<file path="config.mk">
export PLATFORM = sky130hd
export DESIGN_NAME = lseg_renderer
export DESIGN_NICKNAME = d
export VERILOG_FILES = /design/src/rtl/lseg_pkg.sv /design/src/rtl/lseg_renderer.sv
export SDC_FILE = /design/constraint.sdc
export NUM_CORES = 1
export LEC_CHECK = 0
export ABC_AREA = 1
export BUFFER_PORTS_ARGS = -buffer_cell sky130_fd_sc_hd__buf_2
export CORE_MARGIN = 5
export CORE_UTILIZATION = 61
export CTS_CLUSTER_DIAMETER = 30
export DETAILED_ROUTE_END_ITERATION = 16
export HOLD_SLACK_MARGIN = 0.1
export PLACE_DENSITY = 0.83
export SLEW_MARGIN = 15
export SYNTH_ARGS = -nofsm -noshare
export SYNTH_HDL_FRONTEND = slang
export SYNTH_SLANG_ARGS = --single-unit
export TNS_END_PERCENT = 50
</file>
<file path="constraint.sdc">
create_clock -name i_clk -period 8.2 [get_ports i_clk]
set_clock_uncertainty 0.1 [all_clocks]
set_input_delay 0 -clock i_clk [delete_from_list [all_inputs] [get_ports i_clk]]
set_output_delay 0 -clock i_clk [all_outputs]
set_load 0.01 [all_outputs]
</file>
<file path="src/rtl/lseg_pkg.sv">
package lseg_pkg;

    localparam int DEF_MAX_PIXELS = 512;
    localparam int MIN_STRIP      = 8;

    localparam int IDX_W      = 9;
    localparam int MODE_W     = 3;
    localparam int STRIP_W    = 10;
    localparam int CFG_IDX_W  = 3;
    localparam int CFG_DATA_W = 10;
    localparam int IN_TDATA_W = 16;

    localparam logic [CFG_IDX_W-1:0] CFG_EFFECT_MODE     = 3'd0;
    localparam logic [CFG_IDX_W-1:0] CFG_BASE_HUE        = 3'd1;
    localparam logic [CFG_IDX_W-1:0] CFG_BASE_SATURATION = 3'd2;
    localparam logic [CFG_IDX_W-1:0] CFG_SOLID_LEVEL     = 3'd3;
    localparam logic [CFG_IDX_W-1:0] CFG_RAINBOW_STEP    = 3'd4;
    localparam logic [CFG_IDX_W-1:0] CFG_STRIP_LENGTH    = 3'd5;

    localparam logic [MODE_W-1:0] MODE_RAINBOW = 3'd0;
    localparam logic [MODE_W-1:0] MODE_BOUNCE  = 3'd1;
    localparam logic [MODE_W-1:0] MODE_FADE    = 3'd2;
    localparam logic [MODE_W-1:0] MODE_SOLID   = 3'd3;
    localparam logic [MODE_W-1:0] MODE_PULSE   = 3'd4;
    localparam logic [MODE_W-1:0] MODE_HOLD    = 3'd7;

    localparam logic CMD_TICK = 1'b0;
    localparam logic CMD_READ = 1'b1;

    localparam logic [MODE_W-1:0]  RST_EFFECT_MODE     = 3'd0;
    localparam logic [7:0]         RST_BASE_HUE        = 8'd149;
    localparam logic [7:0]         RST_BASE_SATURATION = 8'd255;
    localparam logic [7:0]         RST_SOLID_LEVEL     = 8'd255;
    localparam logic [7:0]         RST_RAINBOW_STEP    = 8'd1;
    localparam logic [STRIP_W-1:0] RST_STRIP_LENGTH    = 10'd300;

    localparam logic [7:0] FULL_LEVEL = 8'd255;
    localparam logic [7:0] TRAIL_1    = 8'd150;
    localparam logic [7:0] TRAIL_2    = 8'd80;
    localparam logic [7:0] TRAIL_3    = 8'd20;
    localparam logic [8:0] PULSE_TOP  = 9'd255;
    localparam logic [8:0] PULSE_STEP = 9'd2;
    localparam logic [8:0] PULSE_MAX  = 9'd256;

    typedef struct packed {
        logic [7:0] val;
        logic [7:0] sat;
        logic [7:0] hue;
    } t_hsv;

    typedef enum logic [2:0] {
        ST_CLEAR,
        ST_IDLE,
        ST_SETUP,
        ST_PREP,
        ST_RENDER
    } t_state;

endpackage

</file>
<file path="src/rtl/lseg_renderer.sv">
module lseg_renderer #(
    parameter int MAX_PIXELS = lseg_pkg::DEF_MAX_PIXELS
) (
    input  logic                          i_clk,
    input  logic                          i_rst_n,
    input  logic                          i_start,
    input  logic [lseg_pkg::MODE_W-1:0]   i_mode,
    input  logic [7:0]                    i_base_hue,
    input  logic [7:0]                    i_base_sat,
    input  logic [7:0]                    i_solid_level,
    input  logic [7:0]                    i_rainbow_step,
    input  logic [lseg_pkg::STRIP_W-1:0]  i_strip_length,
    output logic                          o_idle,
    output logic                          o_wr_en,
    output logic [$clog2(MAX_PIXELS)-1:0] o_wr_addr,
    output lseg_pkg::t_hsv                o_wr_px
);
    import lseg_pkg::*;

    localparam int AW = $clog2(MAX_PIXELS);
    localparam int NW = $clog2(MAX_PIXELS + 1);
    localparam int LW = (NW > STRIP_W) ? NW : STRIP_W;
    localparam logic [AW-1:0] MEM_LAST = AW'(MAX_PIXELS - 1);

    t_state r_state, n_state;

    logic [AW-1:0] r_idx;
    logic [AW-1:0] r_dot;
    logic          r_down;
    logic [8:0]    r_lvl;
    logic [7:0]    r_ofs;
    logic [MODE_W-1:0] r_prev;
    logic          r_blank;
    logic [7:0]    r_hue;
    logic [AW-1:0] r_l1, r_l2, r_l3, r_r1, r_r2, r_r3;

    logic [NW-1:0] n_used;
    logic [AW-1:0] n_last;
    logic [LW-1:0] sl_x;
    logic          blank;
    logic          hold;
    logic [AW-1:0] mv_dot;
    logic          mv_down;
    logic [8:0]    pl_lvl;
    logic          pl_down;
    logic [AW-1:0] nb_l1, nb_l2, nb_l3, nb_r1, nb_r2, nb_r3;
    logic [7:0]    dot_v;

    function automatic logic [AW-1:0] step_cw(input logic [AW-1:0] i, input logic [NW-1:0] n);
        if ((NW + 1)'(i) + (NW + 1)'(1) < (NW + 1)'(n)) begin
            return i + AW'(1);
        end else begin
            return '0;
        end
    endfunction

    function automatic logic [AW-1:0] step_ccw(input logic [AW-1:0] i, input logic [NW-1:0] n);
        if (i != '0) begin
            return i - AW'(1);
        end else begin
            return AW'(n - NW'(1));
        end
    endfunction

    always_comb begin
        sl_x = LW'(i_strip_length);
        if (sl_x < LW'(MIN_STRIP)) begin
            n_used = NW'(MIN_STRIP);
        end else if (sl_x > LW'(MAX_PIXELS)) begin
            n_used = NW'(MAX_PIXELS);
        end else begin
            n_used = NW'(sl_x);
        end
        n_last = AW'(n_used - NW'(1));
        blank  = (i_mode != r_prev);
        hold   = (i_mode > MODE_PULSE);
    end

    // dot motion
    always_comb begin
        mv_dot  = r_dot;
        mv_down = r_down;
        if (!mv_down) begin
            if ((NW + 1)'(mv_dot) + (NW + 1)'(1) >= (NW + 1)'(n_used)) begin
                mv_down = 1'b1;
                mv_dot  = n_last;
            end else begin
                mv_dot = mv_dot + AW'(1);
            end
        end
        if (mv_down) begin
            if (mv_dot == '0) begin
                mv_down = 1'b0;
            end else begin
                mv_dot = mv_dot - AW'(1);
                if (mv_dot == '0) begin
                    mv_down = 1'b0;
                end
            end
        end
    end

    // pulse level
    always_comb begin
        pl_lvl  = r_lvl;
        pl_down = r_down;
        if (!pl_down) begin
            pl_lvl = pl_lvl + PULSE_STEP;
            if (pl_lvl >= PULSE_TOP) begin
                pl_down = 1'b1;
            end
        end
        if (pl_down) begin
            pl_lvl = (pl_lvl >= PULSE_STEP) ? pl_lvl - PULSE_STEP : 9'd0;
            if (pl_lvl <= 9'd1) begin
                pl_down = 1'b0;
            end
        end
    end

    always_comb begin
        nb_l1 = step_cw(r_dot, n_used);
        nb_l2 = step_cw(nb_l1, n_used);
        nb_l3 = step_cw(nb_l2, n_used);
        nb_r1 = step_ccw(r_dot, n_used);
        nb_r2 = step_ccw(nb_r1, n_used);
        nb_r3 = step_ccw(nb_r2, n_used);
    end

    always_comb begin
        if (r_idx == r_dot) begin
            dot_v = FULL_LEVEL;
        end else if (i_mode != MODE_FADE) begin
            dot_v = 8'd0;
        end else if (r_idx == r_l1) begin
            dot_v = TRAIL_1;
        end else if (r_idx == r_l2) begin
            dot_v = TRAIL_2;
        end else if (r_idx == r_l3) begin
            dot_v = TRAIL_3;
        end else if (r_idx == r_r1) begin
            dot_v = TRAIL_1;
        end else if (r_idx == r_r2) begin
            dot_v = TRAIL_2;
        end else if (r_idx == r_r3) begin
            dot_v = TRAIL_3;
        end else begin
            dot_v = 8'd0;
        end
    end

    always_comb begin
        n_state = r_state;
        case (r_state)
            ST_CLEAR: begin
                if (r_idx == MEM_LAST) n_state = ST_IDLE;
            end
            ST_IDLE: begin
                if (i_start) n_state = ST_SETUP;
            end
            ST_SETUP: begin
                n_state = (!blank && hold) ? ST_IDLE : ST_PREP;
            end
            ST_PREP: begin
                n_state = ST_RENDER;
            end
            ST_RENDER: begin
                if (r_idx == n_last) n_state = ST_IDLE;
            end
            default: begin
                n_state = ST_IDLE;
            end
        endcase
    end

    always_comb begin
        o_idle    = 1'b0;
        o_wr_en   = 1'b0;
        o_wr_addr = r_idx;
        o_wr_px   = '0;
        case (r_state)
            ST_CLEAR: begin
                o_wr_en = 1'b1;
            end
            ST_IDLE: begin
                o_idle = 1'b1;
            end
            ST_RENDER: begin
                o_wr_en = 1'b1;
                if (!r_blank) begin
                    case (i_mode)
                        MODE_RAINBOW: o_wr_px = '{val: FULL_LEVEL, sat: FULL_LEVEL, hue: r_hue};
                        MODE_BOUNCE, MODE_FADE: begin
                            if (dot_v != 8'd0) begin
                                o_wr_px = '{val: dot_v, sat: i_base_sat, hue: i_base_hue};
                            end
                        end
                        MODE_SOLID: o_wr_px = '{val: i_solid_level, sat: i_base_sat,
                                                hue: i_base_hue};
                        MODE_PULSE: o_wr_px = '{val: r_lvl[7:0], sat: i_base_sat,
                                                hue: i_base_hue};
                        default: o_wr_px = '0;
                    endcase
                end
            end
            default: begin
                o_idle = 1'b0;
            end
        endcase
    end

    always_ff @(posedge i_clk) begin
        if (!i_rst_n) begin
            r_state <= ST_CLEAR;
            r_idx   <= '0;
            r_dot   <= '0;
            r_down  <= 1'b0;
            r_lvl   <= 9'd0;
            r_ofs   <= 8'd0;
            r_prev  <= RST_EFFECT_MODE;
            r_blank <= 1'b0;
        end else begin
            r_state <= n_state;
            case (r_state)
                ST_CLEAR: begin
                    r_idx <= (r_idx == MEM_LAST) ? '0 : r_idx + AW'(1);
                end
                ST_SETUP: begin
                    r_idx   <= '0;
                    r_blank <= blank;
                    if (i_mode == MODE_RAINBOW) begin
                        r_ofs <= r_ofs + 8'd1;
                    end
                    if (blank) begin
                        r_dot  <= '0;
                        r_down <= 1'b0;
                        r_lvl  <= 9'd0;
                        r_prev <= i_mode;
                    end else begin
                        case (i_mode)
                            MODE_BOUNCE, MODE_FADE: begin
                                r_dot  <= mv_dot;
                                r_down <= mv_down;
                            end
                            MODE_PULSE: begin
                                r_lvl  <= pl_lvl;
                                r_down <= pl_down;
                            end
                            default: begin
                                r_dot <= r_dot;
                            end
                        endcase
                    end
                end
                ST_RENDER: begin
                    r_idx <= r_idx + AW'(1);
                end
                default: begin
                    r_idx <= r_idx;
                end
            endcase
        end
    end

    always_ff @(posedge i_clk) begin
        if (r_state == ST_SETUP) begin
            r_hue <= r_ofs;
        end else if (r_state == ST_RENDER) begin
            r_hue <= r_hue + i_rainbow_step;
        end
        if (r_state == ST_PREP) begin
            r_l1 <= nb_l1;
            r_l2 <= nb_l2;
            r_l3 <= nb_l3;
            r_r1 <= nb_r1;
            r_r2 <= nb_r2;
            r_r3 <= nb_r3;
        end
    end

    a_render_in_strip: assert property (@(posedge i_clk) disable iff (!i_rst_n)
        r_state == ST_RENDER |-> NW'(r_idx) < n_used)
        else $error("render index beyond strip");

    a_render_ends: assert property (@(posedge i_clk) disable iff (!i_rst_n)
        (r_state == ST_RENDER && r_idx == n_last) |=> r_state == ST_IDLE)
        else $error("render pass did not end at last pixel");

    a_pulse_range: assert property (@(posedge i_clk) disable iff (!i_rst_n)
        !r_lvl[0] && r_lvl <= PULSE_MAX)
        else $error("pulse level out of range");

endmodule

</file>
After elaboration in Yosys (flattened, before gate mapping)
Cells that the tools add are included.

cells by class
  bitwise gates (word level) = 0
  add/subtract/negate cells = 16
  div/mod/pow operators = 0
  multiplexer cells = 52
  $lt $le $gt $ge = 10
  shift operators = 0
  eq/ne operators = 22
  $mul = 0
  reduce and logical (&&, ||, !) cells = 23

operators with widths
  operator                count
  $mux W9                 17
  $pmux W24 S4            1
  $eq A9 B9 Y1            8
  $mux W24                3
  $mux W8                 8
  $sub A9 B1 Y9 const B   5
  $add A9 B1 Y9 const B   4
  $add A9 B1 Y10 const B  3
  $lt A10 B10 Y1          3
  $pmux W9 S3             1
  $reduce_bool A9 Y1      3
  $mux W10                2
  $logic_not A9 Y1        2
  $pmux W3 S5             1
  $eq A3 B2 Y1 const B    4
  $mux W1                 12
  $ge A10 B10 Y1          1
  $gt A10 B10 Y1 const B  1
  $lt A10 B4 Y1 const B   1
  $reduce_and A2 Y1       5
  $add A9 B2 Y9 const B   1
  $eq A9 B9 Y1 const B    1
  $ge A9 B2 Y1 const B    1
  $ge A9 B8 Y1 const B    1
  other kinds (23)        34

word-level totals
  bits in latches = 0
  input bits = 48
  memory bits (read-only) = 0
  register bits after elaboration = 105
  memories = 0
  RAM bits = 0
  word-level logic and storage cells = 138

Longest topological paths before layout
  word-level depth = 14
  gate-level depth with buffers = 40

Worst setup path after synthesis
Ideal clock, no wire load.

  path type = reg2reg
  start = reg r_dot[0]
  end = reg r_l3[0] (data pin)
  stages on the path, launching flop included = 36
  buffers on the path = 1
  slack = 1866 ps
  arrival time = 5958 ps
  period minus slack after synthesis = 6334 ps
  data required time = 7824 ps
  cell sequence = dfxtp_1 inv_2 nor3_2 nand3_1 xor2_1 inv_1 ha_1 a21oi_1 o21ai_0 nand2_1 nand3_1 buf_2 nor2_2 ha_1 nand3_1 nor2_1 nand2_1 o21ai_0 inv_1 ha_1 nand2_1 nor2_1 a2111oi_0 nand2_2 nor2_2 nand3_1 nor2_2 nand3_1 o21ai_1 inv_1 ha_1 nand2_1 nor3_1 nand3_1 o221ai_1 nor2_1

on the way
  longest elaborated chain between the ends = 8
  elaborated cells between the ends (all ways) = 11

RTL lines
  element                 RTL line              RTL
  from (decl)             lseg_renderer.sv:28   logic [AW-1:0] r_dot;
  from (signal assigned)  lseg_renderer.sv:242  r_dot <= mv_dot;
  from (signal assigned)  lseg_renderer.sv:250  r_dot <= r_dot;
  $add A9 B1 Y10          lseg_renderer.sv:50   if ((NW + 1)'(i) + (NW + 1)'(1) < (NW + 1)'(n)) begin
  $lt A10 B10 Y1          lseg_renderer.sv:50
  $mux W9 (*)             lseg_renderer.sv:50
  named net nb_l1[0]      lseg_renderer.sv:46   logic [AW-1:0] nb_l1, nb_l2, nb_l3, nb_r1, nb_r2, nb_r3;
  $add A9 B1 Y10          lseg_renderer.sv:50
  $lt A10 B10 Y1          lseg_renderer.sv:50
  $mux W9 (*)             lseg_renderer.sv:50
  named net nb_l2[0]      lseg_renderer.sv:46
  $add A9 B1 Y10          lseg_renderer.sv:50
  $lt A10 B10 Y1          lseg_renderer.sv:50
  to (signal assigned)    lseg_renderer.sv:274  r_l3 <= nb_l3;
  to (decl)               lseg_renderer.sv:35   logic [AW-1:0] r_l1, r_l2, r_l3, r_r1, r_r2, r_r3;

The timed path passes the listed nets; every way through them passes the cells marked *.
A chain may end at the register's enable or synchronous reset.

Final worst setup path
  start = reg r_dot[0]
  end = reg r_l3[1] (data pin)

Same word-level chain as after synthesis.

==> results by group <==
Status
  – Outcome: completed

Worst hold path
  – Worst hold path type: input pin to flip-flop
  – Worst Hold End: r_hue[3]$_DFFE_PN_
  – Hold path startpoint: i_rainbow_step[2]
  – Hold path cells: 6

Route
  – Initial drt markers: 881
  – Vias post-DR: 9224
  – Final wirelength: 25600 um
  – DR pass1 iterations: 6
  – DR WL/cell: 15.9 um
  – DRC Markers: 0
  – Routed Antenna Nets: 0
  – DR vias/cell: 5.75

Run
  – Max Cap Viol: 0

Pwr
  – Power Density: 124 nW/um2
  – Peak VDD IR: 116 uV
  – Static Leak: 4.91 nW

Global routing
  – Largest net degree at the start of global routing: 56
  – Initial antenna violation count: 0
  – Vias in the first global route: 8327
  – First-pass GRT wire length: 41200 um
  – Tot GR Track Use: 0.286
  – Grt total ovfl: 0

Die
  – Core Region: 14600 um2
  – Starting Density: 0.626
  – Site Rows: 44
  – IO Count: 83
  – Die Width: 133 um
  – Die area: 17600 um2
  – Chip height: 133 um

Setup path
  – Critical Path RT: 8200 ps
  – R2r setup slk: 790 ps
  – Crit start category: flip-flop
  – CP arrival: 7410 ps
  – Crit path top cell by count: nand2_1
  – Type of the worst setup path: flip-flop to flip-flop
  – R2r worst-path depth: 35
  – Peak per-stage delay on the critical path: 550 ps
  – RR Startpoint: r_dot[0]$_SDFFE_PN0P_
  – Buffers and inverters on the worst path: 4
  – Worst-path fanout max: 11
  – CP delay by family, top: simple AND/OR/NAND/NOR gates
  – R2R Path End: r_l3[1]$_SDFFCE_PP0P_
  – Cell at the slowest stage of the critical path: dfxtp_1
  – Endpoint type of the worst setup path: flip-flop

Logic synthesis
  – Top cell type's share of synthesized area: 0.203
  – Post-synthesis register bit count: 105
  – Share of flip-flops with an asynchronous set or reset: 0
  – Most numerous cell in the Yosys netlist: nand2_1
  – Synth area leader: edfxtp_1
  – Syn Nets: 1439
  – Ys Warns: 0
  – Post-synthesis sequential area ratio: 0.297
  – Syn avg cell area: 6.84 um2
  – Synth top cells by count: nand2_1, inv_1, nor2_1
  – Top FF cell, synth: edfxtp_1
  – EDFF count, synth: 62
  – Post-Synthesis Cells: 1339
  – Count of cell types in the netlist: 55
  – Top cells by area, synth: edfxtp_1, nand2_1, dfxtp_1
  – Post-Syn Area: 9160 um2

Clock tree
  – Clock Sinks: 105
  – Clk buf depth: 2
  – # Post-CTS Setup Buffers: 0
  – Root Driver: clkbuf_16
  – CTS tree: built
  – CTS H-tree depth: 3
  – Num CTS Buffers: 9
  – Worst skew pair latency: 360 ps
  – Clk slew on worst S/H paths: 70 ps

STA
  – RSZ-0062 raised after global routing: false
  – FMAX: 135 MHz
  – Fin Setup TNS: 0 ps
  – Setup violations, final: 0
  – Max-slew violations: 0
  – Final worst path period need: 7410 ps
  – Slew at the pin closest to its max-slew limit: 1100 ps
  – Worst hold margin: 115 ps
  – Final period utilization: 0.904
  – Rel. slew slack: 0.261
  – Final hold vios: 0

Placed design
  – Gp weighted congestion: 0.970
  – HPWL after DPL: 19500 um
  – Buffers added on ports: 82

Finish
  – Layout area overhead: 10.9%
  – Share of layout cells above drive strength 1: 0.134
  – Nets: 1516
  – Antenna cells: 0
  – Fill cell count: 1265
## cell usage in the layout (no fill, tap or decap), drive strengths merged
cell type | Yosys | layout
bufinv | 0 | 2
inv | 190 | 192
nand3 | 98 | 98
o31ai | 3 | 3
nor3b | 5 | 5
and2 | 3 | 3
a221oi | 5 | 5
ha | 51 | 51
a2111oi | 2 | 2
o2111ai | 4 | 4
o21bai | 2 | 2
nand3b | 5 | 5
a21boi | 1 | 1
a22oi | 2 | 2
clkbuf | 18 | 12
o211ai | 9 | 9
nand4 | 21 | 21
nor3 | 24 | 24
edfxtp | 62 | 62
a21oi | 59 | 59
dlygate4sd3 | 0 | 12
nor2 | 155 | 155
o211a | 1 | 1
nand2 | 371 | 371
a31oi | 4 | 4
xor2 | 49 | 49
a22o | 1 | 1
o22ai | 11 | 11
buf | 13 | 85
o21ai | 74 | 74
dfxtp | 43 | 43
o221ai | 1 | 1
fa | 1 | 1
clkinv | 5 | 5
a211oi | 4 | 4
or2 | 10 | 10
nor4 | 6 | 6
xnor2 | 23 | 23
o21a | 2 | 2
o311ai | 1 | 1
## state kept, by name (all words and copies together) (netlist names)
register   cells
r_r1           9
r_lvl          9
r_r2           9
o_wr_addr      9
r_l2           9
r_r3           9
r_state        3
r_down         1
r_ofs          8
r_hue          8
r_blank        1
r_l1           9
r_dot          9
r_l3           9
r_prev         3
## power by group
group | internal, W | switching (W) | total, W | leakage (nW)
clock | 0.000286 | 0.000192 | 0.000478 | 0.167
combinational | 0.0000743 | 0.000146 | 0.000221 | 3.83
sequential | 0.000561 | 0.00000534 | 0.000566 | 0.914
## what timing repair did
item                                    CTS  global route
endpoints found under the hold margin    19             0
hold buffers                             12             0
endpoints found under the setup margin    0             9
gates resized for setup                   0             3
## cell families (layout without fill, tap and decap cells)
kind of cell,count (synthesis),count (layout),share of synthesized area
AO/OA/AOI/OAI,186,186,0.120
XOR/XNOR,72,72,0.0688
adder cells (fa/ha/maj),52,52,0.0718
buffers and inverters,226,308,0.0959
flip-flops,105,105,0.297
AND/OR/NAND/NOR,698,698,0.346
## worst max-delay path by stage
stage                     startpoint                    end  slack, ps  cells after the start
6_report       r_dot[0]$_SDFFE_PN0P_  r_l3[1]$_SDFFCE_PP0P_        790                     35
5_1_grt        r_dot[0]$_SDFFE_PN0P_  r_l3[0]$_SDFFCE_PP0P_         70                     35
4_1_cts        r_dot[0]$_SDFFE_PN0P_  r_l3[1]$_SDFFCE_PP0P_        490                     35
3_5_place_dp   r_dot[0]$_SDFFE_PN0P_  r_l3[1]$_SDFFCE_PP0P_        520                     35
3_3_place_gp   r_dot[0]$_SDFFE_PN0P_  r_l3[7]$_SDFFCE_PP0P_        810                     35
2_1_floorplan  r_dot[0]$_SDFFE_PN0P_  r_l3[0]$_SDFFCE_PP0P_       1870                     35
## final cells by class
| class | instances | area [um2] | share of cell area |
|---|---|---|---|
| multi-input combinational | 1008 | 5590 | 0.550 |
| sequential | 105 | 2720 | 0.268 |
| inverter | 195 | 732 | 0.0720 |
| timing repair buffer | 97 | 553 | 0.0544 |
| clock buffer | 12 | 258 | 0.0254 |
| tap | 184 | 230 | 0.0227 |
| clock inverter | 4 | 72.6 | 0.00714 |
## through the flow
stage               instance area [um2]  instances  utilization  total power (W)  setup WS [ps]
finish                            10200       1605        0.694          0.00126            790
global route                      10200       1605        0.694          0.00131           65.1
global placement                   9680       1577        0.661         0.000784            810
floorplan                          9160       1339            -         0.000729           1870
CTS                               10100       1605        0.692          0.00126            493
detailed placement                 9680       1577        0.661         0.000788            520
## tightest hold or removal path, stage by stage
cell and delay, ps:
buf_2 80, ha_1 160, a211oi_1 70, nand2_1 60, nand2_1 40, o21ai_0 60
## layer usage
metal  track usage  wire, um
met5             0         0
met4        0.0895       673
met3        0.0497      2180
met2         0.463     11700
met1         0.392     11000
(Power assumes the default switching activity.)
